$ cat config.mk
export PLATFORM = sky130hd
export DESIGN_NAME = xml_entity_decoder
export DESIGN_NICKNAME = d
export VERILOG_FILES = /design/src/design/xed_pkg.sv /design/src/design/xed_acc.sv /design/src/design/xed_hold.sv /design/src/design/xml_entity_decoder.sv
export SDC_FILE = /design/constraint.sdc
export NUM_CORES = 1
export LEC_CHECK = 0
export BUFFER_PORTS_ARGS = -buffer_cell sky130_fd_sc_hd__buf_2
export CAP_MARGIN = 15
export CORE_MARGIN = 5
export CORE_UTILIZATION = 40
export CTS_CLUSTER_DIAMETER = 40
export DETAILED_ROUTE_END_ITERATION = 10
export HOLD_SLACK_MARGIN = 0.1
export PLACE_DENSITY = 0.65
export SLEW_MARGIN = 10
export SYNTH_ARGS = -nofsm -noshare
export SYNTH_HDL_FRONTEND = slang
export SYNTH_SLANG_ARGS = --single-unit
$ cat constraint.sdc
create_clock -name clk -period 4 [get_ports clk]
set_input_delay 0.6 -clock clk [delete_from_list [all_inputs] [get_ports clk]]
set_output_delay 0.6 -clock clk [all_outputs]
set_load 0.02 [all_outputs]
$ cat src/design/xed_pkg.sv
// Shared types, constants and tables for the XML character reference decoder.
// Used by every module of the block; depends on nothing.
`default_nettype none

package xed_pkg;

	localparam int MAX_PENDING = 8;
	localparam int IDX_W       = $clog2(MAX_PENDING);
	localparam int CNT_W       = $clog2(MAX_PENDING + 1);
	localparam int N_ENT       = 5;
	localparam int VAL_W       = 9;
	localparam int PROD_W      = 13;

	localparam logic [VAL_W-1:0] VAL_SAT = 9'd256;
	localparam logic [VAL_W-1:0] VAL_MAX = 9'd255;

	localparam logic [7:0] CH_AMP  = 8'h26;
	localparam logic [7:0] CH_SEMI = 8'h3B;
	localparam logic [7:0] CH_HASH = 8'h23;
	localparam logic [7:0] CH_X    = 8'h78;
	localparam logic [7:0] CH_0    = 8'h30;
	localparam logic [7:0] CH_9    = 8'h39;
	localparam logic [7:0] CH_LA   = 8'h61;
	localparam logic [7:0] CH_LF   = 8'h66;
	localparam logic [7:0] CH_UA   = 8'h41;
	localparam logic [7:0] CH_UF   = 8'h46;

	// named references: quot, amp, apos, lt, gt
	localparam logic [7:0] ENT_TEXT [N_ENT][4] = '{
		'{8'h71, 8'h75, 8'h6F, 8'h74},
		'{8'h61, 8'h6D, 8'h70, 8'h00},
		'{8'h61, 8'h70, 8'h6F, 8'h73},
		'{8'h6C, 8'h74, 8'h00, 8'h00},
		'{8'h67, 8'h74, 8'h00, 8'h00}
	};
	localparam logic [2:0] ENT_LEN  [N_ENT] = '{3'd4, 3'd3, 3'd4, 3'd2, 3'd2};
	localparam logic [7:0] ENT_CODE [N_ENT] = '{8'h22, 8'h26, 8'h27, 8'h3C, 8'h3E};

	typedef enum logic [2:0] {
		PH_TEXT     = 3'd0,
		PH_NAME     = 3'd1,
		PH_HASH     = 3'd2,
		PH_HEXSTART = 3'd3,
		PH_DIGITS   = 3'd4
	} phase_t;

	typedef enum logic [1:0] {
		S_IDLE = 2'd0,
		S_AMP  = 2'd1,
		S_HELD = 2'd2,
		S_BYTE = 2'd3
	} seq_state_t;

	typedef struct packed {
		logic             en;
		logic [IDX_W-1:0] addr;
		logic [7:0]       data;
	} hold_wr_t;

	typedef struct packed {
		logic             is_digit;
		logic [VAL_W-1:0] value;
	} acc_res_t;

endpackage

`default_nettype wire

$ cat src/design/xed_acc.sv
// Digit classifier and saturating multiply-accumulate for numeric references.
// Depends on xed_pkg.
`default_nettype none

module xed_acc import xed_pkg::*; (
	input  logic [VAL_W-1:0] value,
	input  logic             hex,
	input  logic [7:0]       ch,
	output acc_res_t         res
);

	logic [3:0]        dig;
	logic              is_d;
	logic [PROD_W-1:0] prod;
	logic [PROD_W-1:0] sum;

	always_comb begin
		dig  = 4'd0;
		is_d = 1'b0;
		if (ch >= CH_0 && ch <= CH_9) begin
			is_d = 1'b1;
			dig  = 4'(ch - CH_0);
		end else if (hex && ch >= CH_LA && ch <= CH_LF) begin
			is_d = 1'b1;
			dig  = 4'(ch - CH_LA + 8'd10);
		end else if (hex && ch >= CH_UA && ch <= CH_UF) begin
			is_d = 1'b1;
			dig  = 4'(ch - CH_UA + 8'd10);
		end
		// x16 or x10 as shifts and one add
		prod = hex ? (PROD_W'(value) << 4)
		           : ((PROD_W'(value) << 3) + (PROD_W'(value) << 1));
		sum  = prod + PROD_W'(dig);
		res.is_digit = is_d;
		if (value >= VAL_SAT || sum > PROD_W'(VAL_SAT)) begin
			res.value = VAL_SAT;
		end else begin
			res.value = sum[VAL_W-1:0];
		end
	end

endmodule

`default_nettype wire

$ cat src/design/xed_hold.sv
// Holding buffer for the bytes of an open reference, replayed on a flush.
// Depends on xed_pkg.
`default_nettype none

module xed_hold import xed_pkg::*; (
	input  logic             clk,
	input  hold_wr_t         wr,
	input  logic [IDX_W-1:0] rd_addr,
	output logic [7:0]       rd_data
);

	logic [7:0] mem_q [MAX_PENDING];
	logic [7:0] rd_q;

	always_ff @(posedge clk) begin
		if (wr.en) begin
			mem_q[wr.addr] <= wr.data;
		end
	end

	// registered read; the caller presents the address of the next cycle
	always_ff @(posedge clk) begin
		rd_q <= mem_q[rd_addr];
	end

	assign rd_data = rd_q;

endmodule

`default_nettype wire

$ cat src/design/xml_entity_decoder.sv
// Top level of the XML character reference decoder: reference parser, output
// sequencer and output register. Depends on xed_pkg, xed_acc and xed_hold.
`default_nettype none

// Takes one token byte per input beat and decodes &quot; &amp; &apos; &lt;
// &gt; &#DDD; and &#xHH; references; a reference that cannot complete comes
// out literally as '&' and its held bytes. A byte that is only held leaves
// the block ready for the next; a beat that produces output bytes (up to
// MAX_PENDING + 2 of them) is not followed by a new beat until the
// sequencer, which feeds the single output register one byte a cycle, has
// finished, as it holds in_ready low meanwhile. Back-pressure on the output
// stalls the sequencer and so holds up both the output bytes and new beats.
module xml_entity_decoder import xed_pkg::*; (
	input  logic       clk,
	input  logic       arst_n,
	input  logic       in_valid,
	output logic       in_ready,
	input  logic [7:0] in_char,
	input  logic       in_last,
	output logic       out_valid,
	input  logic       out_ready,
	output logic [7:0] out_char,
	output logic       out_last
);

	// parse state
	phase_t           phase_q, d_phase;
	logic [N_ENT-1:0] cand_q, d_cand, name_mask;
	logic             hex_q, d_hex;
	logic [VAL_W-1:0] val_q, d_val;
	logic [CNT_W-1:0] hcnt_q, d_hcnt;

	logic             d_hold, d_fail, d_text, d_emit, d_fl2, hold_ok;
	logic [7:0]       d_byte;
	logic [CNT_W-1:0] d_n2;
	logic             semi_hit;
	logic [7:0]       semi_code;

	acc_res_t         acc;
	hold_wr_t         hwr;
	logic [7:0]       hold_rd;

	// sequencer
	seq_state_t       state_q, state_d;
	logic             stage1_q, stage1_d;
	logic             bv_q, bv_d;
	logic [7:0]       b_q;
	logic             fl2_q, fl2_d;
	logic [CNT_W-1:0] n2_q, n2_d, fcnt_q, fcnt_d;
	logic [IDX_W-1:0] idx_q, idx_d;
	logic             last_q, last_d;

	logic             emit_vld, emit_fin, more_after, held_end;
	logic             out_free, accept, adv;
	logic [7:0]       emit_char;

	logic             out_valid_q, out_last_q;
	logic [7:0]       out_char_q;

	xed_acc u_acc (
		.value (val_q),
		.hex   (hex_q),
		.ch    (in_char),
		.res   (acc)
	);

	// read address is idx_d, the next idx_q, so the registered hold_rd matches idx_q
	xed_hold u_hold (
		.clk     (clk),
		.wr      (hwr),
		.rd_addr (idx_d),
		.rd_data (hold_rd)
	);

	assign hold_ok = hcnt_q < CNT_W'(MAX_PENDING);

	always_comb begin : name_match
		name_mask = '0;
		semi_hit  = 1'b0;
		semi_code = ENT_CODE[0];
		for (int i = 0; i < N_ENT; i++) begin
			name_mask[i] = cand_q[i] && (hcnt_q < CNT_W'(ENT_LEN[i])) &&
			               (ENT_TEXT[i][hcnt_q[1:0]] == in_char);
		end
		// lowest index wins on the closing ';'
		for (int i = N_ENT - 1; i >= 0; i--) begin
			if (cand_q[i] && hcnt_q == CNT_W'(ENT_LEN[i])) begin
				semi_hit  = 1'b1;
				semi_code = ENT_CODE[i];
			end
		end
	end

	always_comb begin : step_decode
		d_hold  = 1'b0;
		d_fail  = 1'b0;
		d_text  = 1'b0;
		d_emit  = 1'b0;
		d_byte  = in_char;
		d_phase = phase_q;
		d_cand  = cand_q;
		d_hex   = hex_q;
		d_val   = val_q;
		unique case (phase_q) inside
			PH_NAME: begin
				if (hcnt_q == '0 && in_char == CH_HASH) begin
					d_hold  = 1'b1;
					d_phase = PH_HASH;
				end else if (in_char == CH_SEMI) begin
					if (semi_hit) begin
						d_emit = 1'b1;
						d_byte = semi_code;
					end else begin
						d_fail = 1'b1;
					end
				end else if (name_mask != '0 && hold_ok) begin
					d_hold = 1'b1;
					d_cand = name_mask;
				end else begin
					d_fail = 1'b1;
				end
			end
			PH_HASH: begin
				if (in_char == CH_X) begin
					if (hold_ok) begin
						d_hold  = 1'b1;
						d_hex   = 1'b1;
						d_phase = PH_HEXSTART;
					end else begin
						d_fail = 1'b1;
					end
				end else if (acc.is_digit && hold_ok) begin
					d_hold  = 1'b1;
					d_hex   = 1'b0;
					d_val   = acc.value;
					d_phase = PH_DIGITS;
				end else begin
					d_fail = 1'b1;
				end
			end
			PH_HEXSTART, PH_DIGITS: begin
				if (in_char == CH_SEMI && phase_q == PH_DIGITS) begin
					if (val_q != '0 && val_q <= VAL_MAX) begin
						d_emit = 1'b1;
						d_byte = val_q[7:0];
					end else begin
						d_fail = 1'b1;
					end
				end else if (acc.is_digit && hold_ok) begin
					d_hold  = 1'b1;
					d_val   = acc.value;
					d_phase = PH_DIGITS;
				end else begin
					d_fail = 1'b1;
				end
			end
			default: begin
				d_text = 1'b1;
			end
		endcase

		if (d_fail) begin
			d_text = 1'b1;
		end
		d_hcnt = d_hold ? hcnt_q + 1'b1 : hcnt_q;

		// reference closes on a decode and on any byte taken as text
		if (d_emit || d_text) begin
			d_phase = PH_TEXT;
			d_cand  = '0;
			d_hex   = 1'b0;
			d_val   = '0;
			d_hcnt  = '0;
		end
		if (d_text) begin
			if (in_char == CH_AMP) begin
				d_phase = PH_NAME;
				d_cand  = '1;
			end else begin
				d_emit = 1'b1;
				d_byte = in_char;
			end
		end

		// token end with a reference still open: flush it as well
		d_fl2 = in_last && (d_phase != PH_TEXT);
		d_n2  = d_hcnt;
		if (d_fl2) begin
			d_phase = PH_TEXT;
			d_cand  = '0;
			d_hex   = 1'b0;
			d_val   = '0;
			d_hcnt  = '0;
		end
	end

	assign accept    = in_valid && in_ready;
	assign out_free  = !out_valid_q || out_ready;
	assign adv       = emit_vld && out_free;
	assign hwr.en    = accept && d_hold;
	assign hwr.addr  = hcnt_q[IDX_W-1:0];
	assign hwr.data  = in_char;

	assign more_after = stage1_q && (bv_q || fl2_q);
	assign held_end   = (CNT_W'(idx_q) + 1'b1) == fcnt_q;

	always_comb begin : seq_next
		state_d  = state_q;
		stage1_d = stage1_q;
		bv_d     = bv_q;
		fl2_d    = fl2_q;
		n2_d     = n2_q;
		fcnt_d   = fcnt_q;
		idx_d    = idx_q;
		last_d   = last_q;
		unique case (state_q)
			S_IDLE: begin
				if (accept) begin
					bv_d   = d_emit;
					fl2_d  = d_fl2;
					n2_d   = d_n2;
					last_d = in_last;
					idx_d  = '0;
					if (d_fail) begin
						state_d  = S_AMP;
						stage1_d = 1'b1;
						fcnt_d   = hcnt_q;
					end else if (d_emit) begin
						state_d = S_BYTE;
					end else if (d_fl2) begin
						state_d  = S_AMP;
						stage1_d = 1'b0;
						fcnt_d   = d_n2;
					end
				end
			end
			S_AMP, S_HELD: begin
				if (adv) begin
					if (state_q == S_AMP && fcnt_q != '0) begin
						state_d = S_HELD;
						idx_d   = '0;
					end else if (state_q == S_HELD && !held_end) begin
						idx_d = idx_q + 1'b1;
					end else if (more_after && bv_q) begin
						state_d  = S_BYTE;
						stage1_d = 1'b0;
					end else if (more_after) begin
						state_d  = S_AMP;
						stage1_d = 1'b0;
						fcnt_d   = n2_q;
					end else begin
						state_d = S_IDLE;
					end
				end
			end
			S_BYTE: begin
				if (adv) begin
					if (fl2_q) begin
						state_d  = S_AMP;
						stage1_d = 1'b0;
						fcnt_d   = n2_q;
						idx_d    = '0;
					end else begin
						state_d = S_IDLE;
					end
				end
			end
			default: begin
				state_d = S_IDLE;
			end
		endcase
	end

	always_comb begin : seq_out
		in_ready  = 1'b0;
		emit_vld  = 1'b0;
		emit_char = CH_AMP;
		emit_fin  = 1'b0;
		unique case (state_q)
			S_IDLE: begin
				in_ready = 1'b1;
			end
			S_AMP: begin
				emit_vld  = 1'b1;
				emit_char = CH_AMP;
				emit_fin  = (fcnt_q == '0) && !more_after;
			end
			S_HELD: begin
				emit_vld  = 1'b1;
				emit_char = hold_rd;
				emit_fin  = held_end && !more_after;
			end
			S_BYTE: begin
				emit_vld  = 1'b1;
				emit_char = b_q;
				emit_fin  = !fl2_q;
			end
			default: begin
				in_ready = 1'b0;
			end
		endcase
	end

	always_ff @(posedge clk or negedge arst_n) begin
		if (!arst_n) begin
			phase_q     <= PH_TEXT;
			cand_q      <= '0;
			hex_q       <= 1'b0;
			val_q       <= '0;
			hcnt_q      <= '0;
			state_q     <= S_IDLE;
			stage1_q    <= 1'b0;
			bv_q        <= 1'b0;
			fl2_q       <= 1'b0;
			n2_q        <= '0;
			fcnt_q      <= '0;
			idx_q       <= '0;
			last_q      <= 1'b0;
			out_valid_q <= 1'b0;
		end else begin
			if (accept) begin
				phase_q <= d_phase;
				cand_q  <= d_cand;
				hex_q   <= d_hex;
				val_q   <= d_val;
				hcnt_q  <= d_hcnt;
			end
			state_q  <= state_d;
			stage1_q <= stage1_d;
			bv_q     <= bv_d;
			fl2_q    <= fl2_d;
			n2_q     <= n2_d;
			fcnt_q   <= fcnt_d;
			idx_q    <= idx_d;
			last_q   <= last_d;
			if (adv) begin
				out_valid_q <= 1'b1;
			end else if (out_ready) begin
				out_valid_q <= 1'b0;
			end
		end
	end

	// payload, no reset
	always_ff @(posedge clk) begin
		if (accept) begin
			b_q <= d_byte;
		end
		if (adv) begin
			out_char_q <= emit_char;
			out_last_q <= last_q && emit_fin;
		end
	end

	assign out_valid = out_valid_q;
	assign out_char  = out_char_q;
	assign out_last  = out_last_q;

`ifndef SYNTHESIS
	a_hcnt_bound: assert property (@(posedge clk) disable iff (!arst_n)
		hcnt_q <= CNT_W'(MAX_PENDING))
		else $error("held count beyond buffer depth");

	a_val_sat: assert property (@(posedge clk) disable iff (!arst_n)
		val_q <= VAL_SAT)
		else $error("number value beyond saturation");

	a_idx_bound: assert property (@(posedge clk) disable iff (!arst_n)
		(state_q == S_HELD) |-> (CNT_W'(idx_q) < fcnt_q))
		else $error("flush reads past the held bytes");

	a_text_clean: assert property (@(posedge clk) disable iff (!arst_n)
		(phase_q == PH_TEXT) |-> (hcnt_q == '0 && cand_q == '0 && val_q == '0))
		else $error("parse state left over outside a reference");
`endif

endmodule

`default_nettype wire

==> Word-level counts from Yosys, hierarchy flattened <==
Memories as Yosys holds them, arrays and structs flattened. A register that Yosys moved wholly into a read port is not among the register bits.
Cells that the tools add are included.
{ "totals": {"ram_bits": 64, "regBits": 57, "wordCells": 297, "memories": 1} }
{ "classes": {"n_lt_le_gt_ge": 14, "n_addsub": 10, "n_reduce_logical": 65, "mux": 153, "n_bitwise": 1, "eq_ne": 36} }
{ "mem_list": {"columns": ["name", "depth", "width", "rd", "rd_clocked_by_memory_dff", "write_ports", "line", "rtl"], "rows": [
  ["u_hold.mem_q", 8, 8, 1, 1, 1, "xed_hold.sv:12", "logic [7:0] mem_q [MAX_PENDING];"]
]} }
{ "ops": {"columns": ["op", "count"], "rows": [
  ["$mux 8", 18],
  ["$bmux 8 s2", 5],
  ["$mux 4", 17],
  ["$mux 5", 12],
  ["$mux 1", 58],
  ["$mux 9", 6],
  ["$mux 3", 15],
  ["$eq 8x8->1", 5],
  ["$logic_and 1x1->1", 36],
  ["$pmux 8 s2", 2],
  ["$eq 8x6->1 const B", 3],
  ["$mux 2", 9],
  ["$pmux 3 s3", 2],
  ["$pmux 9 s2", 1],
  ["$ge 8x7->1 const B", 2],
  ["$le 8x7->1 const B", 2],
  ["$ne 2x2->1 const B", 8],
  ["$add 12x10->13", 1],
  ["$add 13x4->13", 1],
  ["$gt 13x9->1 const B", 1],
  ["$mux 13", 1],
  ["$ne 3x3->1 const B", 4],
  ["$pmux 1 s3", 4],
  ["$pmux 4 s3", 1],
  ["44 further kinds", 65]
]} }

==> Depth between registers and ports, before layout <==
Gate-level depths: netlist of run 1.
{ "depth": {"word_depth": 24, "mapped_depth": 17, "ltp_nobuf": 16} }

==> Hierarchy <==
Synthesis of run 1 repeated with hierarchy kept, for this count alone.
{ "unflattened": {"cells_unflattened": 634, "area_unflattened_um2": 7480.9} }
{ "by_module_without_submodules": {"columns": ["module", "area_per_inst_um2", "cells_each", "instances", "seq_area_each_um2"], "rows": [
  ["xml_entity_decoder", 3744.8, 389, 1, 1511.4],
  ["xed_hold", 2691.3, 114, 1, 2082.0],
  ["xed_acc", 1044.8, 131, 1, 0.0]
]} }

==> Worst setup path after synthesis of run 1 <==
OpenSTA, ideal clock, no wires.
{ "synth_path": {"kind": "input port to flip-flop", "startpoint": "in in_char[0]", "endpoint": "reg val_q[1]", "setup_ns": 0.068, "n_path_buf": 1, "slack_ns": 0.208, "stages": 16, "arrival_time_ns": 3.725, "path_cell_list": "buf_6 -> inv_1 -> ha_1 -> or3b_2 -> nand4_1 -> o21ai_0 -> nand2_1 -> o21ai_0 -> ha_1 -> a21o_1 -> a21oi_1 -> nor3_1 -> or2_2 -> a211oi_1 -> o311a_1 -> a32o_1"} }
{ "synth_between": {"elab_chain_cells": 19, "elab_cells_between_ends": 78, "cone_classes": "add/sub: 6; order compare: 7; eq/ne: 11; mux: 33; reduce/logical: 21"} }
{ "synth_lines": {"columns": ["element", "line", "rtl"], "rows": [
  ["from (decl)", "xml_entity_decoder.sv:18", "input logic [7:0] in_char,"],
  ["parallel branches: the longest is 19 deep, another holds $add 13x4->13", null, null],
  ["to (signal assigned)", "xml_entity_decoder.sv:325", "val_q <= d_val;"],
  ["to (decl)", "xml_entity_decoder.sv:30", "logic [VAL_W-1:0] val_q, d_val;"]
]} }
Several ways; the timed one is not identified. The select of a mux whose other input is x is not followed.
A chain may end at the register's enable or synchronous reset.

==> Worst setup path in the final report of run 1 <==
{ "layout_path": {"startpoint": "in in_char[1]", "endpoint": "reg val_q[2]"} }
Same word-level chain as after synthesis.

==> impl_metrics.json, run 1 <==
{
  "status": "complete, no violations",
  "io_pins": 24,
  "period_needed_ns": 3.55,
  "drt_wl_total_mm": 17.9,
  "yosysTopAreaCellShare_pct": 33.3,
  "ir_drop_uv": 378,
  "synth_top_area_cell": "edfxtp_1",
  "drt_iter0_drc": 357,
  "final-seq-area_um2": 3590,
  "core_area_um2": 18000,
  "pre_cts_slack_ns": 0.0334,
  "rsz0062_at_grt": "false",
  "internal_power_mw": 2.96,
  "drtPass1Iterations": 5,
  "cts_tree": "built",
  "totalPowerFinal_mw": 4.36,
  "syn_nets": 686,
  "cts_setup_buffers": 0,
  "drc": 0,
  "worst-path-buf-inv": 2,
  "grt_overflow_total": 0,
  "fp.dieW_um": 145,
  "cts_made_buffers": 17,
  "hold_buffers": 0,
  "grt_pass1_wl_mm": 28.9,
  "end_kind": "flop",
  "tightest_slew_ns": 0.943,
  "synth-seq-area-share_pct": 49.3,
  "synth_area_um2": 7300,
  "tns_ns": 0,
  "synthCells": 647,
  "slowest_stage": "or3b_2",
  "cts.sinks": 129,
  "syn_avg_cell_area_um2": 11.3,
  "die_area_um2": 21000,
  "multi_input_comb_area_um2": 3400,
  "relSlewSlack_pct": 37.1,
  "combPwrFrac_pct": 27.2,
  "cpPeakStageDelay_ns": 0.45,
  "synth_ff_type": "edfxtp_1",
  "synth.distinct_cells": 83,
  "rows": 49,
  "finClkSkew_ns": 0.0155,
  "nFillCells": 1627,
  "grtUsageTotal_pct": 17.2,
  "cp.arrival_ns": 3.85,
  "ant_nets": 0,
  "antenna_found_initial": 0,
  "vias_per_cell": 5.79,
  "final_cell_mix": "edfxtp_1, mux2i_1, nand2_1",
  "vias": 5405,
  "critPathRequiredTime_ns": 4.31,
  "post_dp_cell_area_um2": 7720,
  "die_y_um": 145,
  "dpl.hpwl_mm": 12.9,
  "switching_share_pct": 32.1,
  "timing.fmax_ghz": 0.282,
  "p_switching_mw": 1.40,
  "synth.area.top_cells": "edfxtp_1, dfrtp_1, mux2i_1",
  "hold_violations": 0,
  "fin_crit_sh_pct": 88.7,
  "async_flop_share_pct": 31.0,
  "cp_top_family": "compound AO/OA/AOI/OAI gates",
  "power_frac_clock_pct": 34.6,
  "hp-class": "in2async",
  "grt_pass1_vias": 5344,
  "ys_ff_latch": 129,
  "crit_type": "in2reg",
  "clk_pin_slew_ns": 0.06,
  "slew_violations": 0,
  "pwr-share-seq_pct": 38.3,
  "setup_viol": 0,
  "power_density_nw_per_um2": 525,
  "p_leak_nw": 3.15,
  "drv_cap": 0,
  "drive_gt1_share_pct": 17.0,
  "insertion_delay_ns": 0.42,
  "h-tree-depth": 4,
  "port_buffers": 23,
  "nets": 730,
  "setup_slack_ns": 0.452,
  "synth-edff-count": 81,
  "design_area_um2": 8300,
  "crit_fanout": 8,
  "cp_common_cell": "ha_1",
  "cts_resized": 0,
  "cts_root_buffer": "clkbuf_16",
  "cp_cell_sequence": "buf_2 -> inv_1 -> ha_1 -> or3b_2 -> nand4_1 -> o2bb2a_1 -> ha_1 -> a21oi_1 -> nor3_1 -> nand2_1 -> a32oi_1 -> a211oi_1 -> o311a_1 -> a32o_1",
  "yosys_warnings": 0,
  "initial_utilization_pct": 40.6,
  "cts_buffer_depth": 2,
  "final_common_cell": "edfxtp_1",
  "wl_per_cell_um": 19.2,
  "routabilityCongestion": 0.944,
  "area_growth_pct": 13.8,
  "diodes": 0,
  "crit_path_start_kind": "input pin",
  "grt_max_degree": 41
}
==> final cells by class <==
type | instances | share of cell area, %
Sequential cell | 129 | 43.3
Tap cell | 229 | 3.45
Multi-Input combinational cell | 464 | 40.9
Inverter | 24 | 1.09
Clock inverter | 12 | 1.60
Clock buffer | 20 | 5.38
Timing Repair Buffer | 55 | 4.28
==> power by group through the flow <==
stage / Combinational (mW) / Sequential [mW] / Clock (mW)
after floorplan: 0.817 / 1.74 / 0
after global placement: 1.16 / 1.68 / 0
after detailed placement: 1.19 / 1.69 / 0
after CTS: 1.19 / 1.67 / 1.53
after global routing: 1.29 / 1.68 / 1.58
final: 1.18 / 1.67 / 1.51
==> final timing paths <==
| path | endpoint | slack (ns) | startpoint | cells after the start |
|---|---|---|---|---|
| max reg2reg | u_hold.mem_q[5][4]$_DFFE_PP_ | 0.58 | hcnt_q[1]$_DFFE_PN0P_ | 11 |
| max in group asynchronous | hcnt_q[3]$_DFFE_PN0P_ | 3.08 | arst_n | 1 |
| min | out_valid$_DFFE_PN0P_ | 0.33 | arst_n | 1 |
| min reg2reg | n2_q[1]$_DFFE_PN0P_ | 0.49 | n2_q[1]$_DFFE_PN0P_ | 2 |
| min in group clk | phase_q[1]$_DFFE_PN0P_ | 0.48 | in_last | 2 |
| max | val_q[2]$_DFFE_PN0P_ | 0.45 | in_char[1] | 14 |
==> registers in the layout (all words and copies together) (netlist names), 2 cells and up <==
signal and cells:
n2_q 4, cand_q 5, idx_q 3, b_q 8, fcnt_q 4, hcnt_q 4
u_hold.mem_q 64, out_char 8, state_q 2, u_hold.rd_data 8, val_q 9, phase_q 3
==> worst register-to-register path: stages, from the launching register on <==
cell and delay (ns):
dfrtp_1 0.44, inv_1 0.09, ha_1 0.31, or3_2 0.44, a211oi_1 0.38, o21ai_1 0.17, nand4_4 0.16, o21ai_2 0.09
nand2_1 0.25, nand3_1 0.28, nor3_1 0.28, buf_4 0.23
==> cells by family (layout without fill, tap and decap cells) <==
logic type / after synthesis / after routing / synth area share [%]
AO/OA/AOI/OAI: 154 / 154 / 16.0
XOR/XNOR: 19 / 19 / 2.28
adder cells (fa/ha/maj): 26 / 26 / 4.66
buffers and inverters: 54 / 111 / 4.18
flip-flops: 129 / 129 / 49.3
multiplexers: 61 / 61 / 8.52
AND/OR/NAND/NOR: 204 / 204 / 15.1
==> routing by layer <==
layer  vias up  wire length [µm]  share of wire (%)  GRT usage (%)
met5         -                 0                  0              0
met4         0               472                2.6           6.76
met3        25               808                4.5           3.96
met2       149              9240                 51           29.5
met1      2671              7430                 41           21.0
li1       2560                 -                  -              -
==> Yosys cell counts, drive strengths merged (8+ instances only) <==
library cell and n:
nand4 9, buf 23, nor3 16, dfrtp 40, mux2 9, a21oi 21, dfxtp 8, inv 23
nor4 10, mux2i 52, nand2 52, o31ai 11, nor2b 8, and3 11, xor2 12, nor2 37
edfxtp 81, nand3 19, ha 24, o21ai 34, a22o 14, nand2b 9
==> stage by stage <==
step | utilization, % | cells | hold slack [ns]
floorplan | - | 647 | 0.304
global placement | 43.0 | 901 | 0.469
detailed placement | 43.0 | 901 | 0.474
CTS | 46.2 | 933 | 0.357
global route | 46.2 | 933 | 0.423
finish | 46.2 | 933 | 0.330
(Power assumes the default switching activity.)
==> run 2, diff against run 1 <==
--- a/config.mk
+++ b/config.mk
@@ -5,6 +5,7 @@
 export SDC_FILE = /design/constraint.sdc
 export NUM_CORES = 1
 export LEC_CHECK = 0
+export ABC_AREA = 1
 export BUFFER_PORTS_ARGS = -buffer_cell sky130_fd_sc_hd__buf_2
 export CAP_MARGIN = 15
 export CORE_MARGIN = 5
==> run 2 against run 1 <==
Effect of this change: cell area is 7.8% higher; clock power hardly changed; flip-flop and latch count stayed put; critical path depth is 12 higher; routed wire length is 13% higher; setup slack better by 0.15 ns; first-iteration DRC count is 28% higher; non-clock buffer count stayed put; final cell count is 40% higher; sequential share of layout area is 3.1 points lower; combinational power is 60% higher; via count is 24% higher.
==> impl_metrics.json, run 2 <==
{
  "period_needed_ns": 3.39,
  "cts_root_buffer": "clkbuf_16",
  "wl_per_cell_um": 15.5,
  "vias": 6685,
  "cp.arrival_ns": 3.75,
  "largest_register_ffs": 64,
  "synth_ff_type": "edfxtp_1",
  "hold_violations": 0,
  "ir_drop_uv": 341,
  "drv_cap": 0,
  "rsz0062_at_grt": "false",
  "area_growth_pct": 14.6,
  "drc": 0,
  "synth_top_area_cell": "edfxtp_1",
  "cts_tree": "built",
  "syn_avg_cell_area_um2": 7.93,
  "end_kind": "flop",
  "dpl.hpwl_mm": 14.7,
  "cts_setup_buffers": 0,
  "hp-class": "in2async",
  "relSlewSlack_pct": 36.5,
  "cts_made_buffers": 17,
  "grtUsageTotal_pct": 19.4,
  "cts_resized": 0,
  "die_y_um": 150,
  "diodes": 0,
  "core_area_um2": 19300,
  "synthTopCellsByCount": "nand2_1, inv_1, nand3_1, edfxtp_1, nor2_1",
  "critPathRequiredTime_ns": 4.35,
  "h-tree-depth": 4,
  "synthCells": 985,
  "hold_buffers": 0,
  "drt_iter0_drc": 457,
  "clk_pin_slew_ns": 0.06,
  "slew_violations": 0,
  "vias_per_cell": 5.11,
  "port_buffers": 23,
  "insertion_delay_ns": 0.43,
  "fin_crit_sh_pct": 84.9,
  "synth_area_um2": 7810,
  "fp.dieW_um": 150,
  "nFillCells": 1927,
  "p_leak_nw": 4.26,
  "rows": 51,
  "drt_wl_total_mm": 20.3,
  "crit_type": "in2reg",
  "grt_max_degree": 41,
  "ys_ff_latch": 129,
  "syn_nets": 1024,
  "rr_worst_depth": 15,
  "final_common_cell": "nand2_1",
  "synth.most_common_cell": "nand2_1",
  "drtPass1Iterations": 5,
  "drive_gt1_share_pct": 12.3,
  "synth.distinct_cells": 49,
  "timing.fmax_ghz": 0.295,
  "synth.area.top_cells": "edfxtp_1, nand2_1, dfrtp_1",
  "grt_pass1_wl_mm": 33.7,
  "cts_buffer_depth": 2,
  "synth-edff-count": 81,
  "io_pins": 24,
  "top_register": "u_hold.mem_q",
  "crit_fanout": 9,
  "synth-seq-area-share_pct": 46.0,
  "yosysTopAreaCellShare_pct": 31.1,
  "final_cell_mix": "nand2_1, inv_1, nand3_1",
  "tightest_slew_ns": 0.952,
  "routabilityCongestion": 0.986,
  "ant_nets": 0,
  "totalPowerFinal_mw": 5.05,
  "cts.sinks": 129,
  "grt_overflow_total": 0,
  "die_area_um2": 22400,
  "tns_ns": 0,
  "yosys_warnings": 0,
  "crit_path_start_kind": "input pin",
  "async_flop_share_pct": 31.0,
  "power_density_nw_per_um2": 565,
  "initial_utilization_pct": 40.4,
  "nets": 1070,
  "status": "complete, no violations",
  "finClkSkew_ns": 0.0131,
  "setup_viol": 0,
  "antenna_found_initial": 0,
  "grt_pass1_vias": 6459,
  "reg_top3": "u_hold.mem_q (64), val_q (9)"
}
[run 2: report_power, final]
part	total, mW	switching, mW	internal (mW)
Sequential	1.69	0.0734	1.62
Combinational	1.89	1.30	0.585
Clock	1.48	0.593	0.882
[run 2: cell families (layout without fill, tap and decap cells)]
group           after synthesis  after routing  share of synthesized area, %
simple gates                526            526                          30.6
buf+inv                     190            249                          9.52
flops                       129            129                          46.0
compound gates              104            104                          8.43
fa+ha+maj                    26             26                          4.36
xor+xnor                     10             10                          1.12
[run 2: path summary, 6_finish.rpt]
path | from | end | slack (ns)
worst max-delay path | in_char[1] | val_q[2]$_DFFE_PN0P_ | 0.61
min in group clk | in_last | phase_q[0]$_DFFE_PN0P_ | 0.43
worst min register to register | stage1_q$_DFFE_PN0P_ | stage1_q$_DFFE_PN0P_ | 0.48
max in group asynchronous | arst_n | state_q[1]$_DFFE_PN0P_ | 3.08
worst max register to register | hcnt_q[0]$_DFFE_PN0P_ | val_q[0]$_DFFE_PN0P_ | 0.75
worst min-delay path | arst_n | val_q[8]$_DFFE_PN0P_ | 0.32
[run 2: critical path, cell delays in order]
cell and delay (ns):
buf_2 0.10, inv_1 0.07, ha_1 0.21, nor2_1 0.10, nand2_1 0.11, nand3_4 0.13
nand2_2 0.10, nand2_1 0.07, inv_1 0.04, ha_1 0.22, fa_1 0.38, nand2_1 0.07
inv_1 0.05, o21ai_0 0.31, inv_1 0.07, nand2_1 0.07, nand2_1 0.06, nor2_1 0.08
nand3_1 0.07, nor2_1 0.09, nand2_1 0.05, nand2_1 0.05, nand2_1 0.05, nor2_2 0.26
nand4_1 0.17, o21ai_2 0.15
[run 2: per-layer routing]
metal	share of wire, %	track usage [%]	up-vias
met2	49	32.4	175
met4	3.0	7.73	0
met1	44	24.5	3135
met5	0	0	-
li1	-	-	3330
met3	4.5	4.24	45
[run 2: area by class of cell]
type / count / area (µm²) / area share, %
sequential: 129 / 3590 / 40.2
multi-input combinational: 666 / 3480 / 38.9
inverter: 162 / 608 / 6.80
clock buffer: 21 / 493 / 5.51
timing repair buffer: 55 / 368 / 4.11
tap: 265 / 332 / 3.71
clock inverter: 11 / 76.3 / 0.853
[run 2: metrics by stage]
step	hold slack [ns]	cell area (µm²)	util, %	std cells	setup WS (ns)
after floorplan	0.304	7810	-	985	0.433
after global placement	0.459	8380	43.3	1277	0.164
after detailed placement	0.466	8380	43.3	1277	0.146
after CTS	0.359	8950	46.3	1309	0.580
after global routing	0.400	8950	46.3	1309	0.0832
final	0.322	8950	46.3	1309	0.605
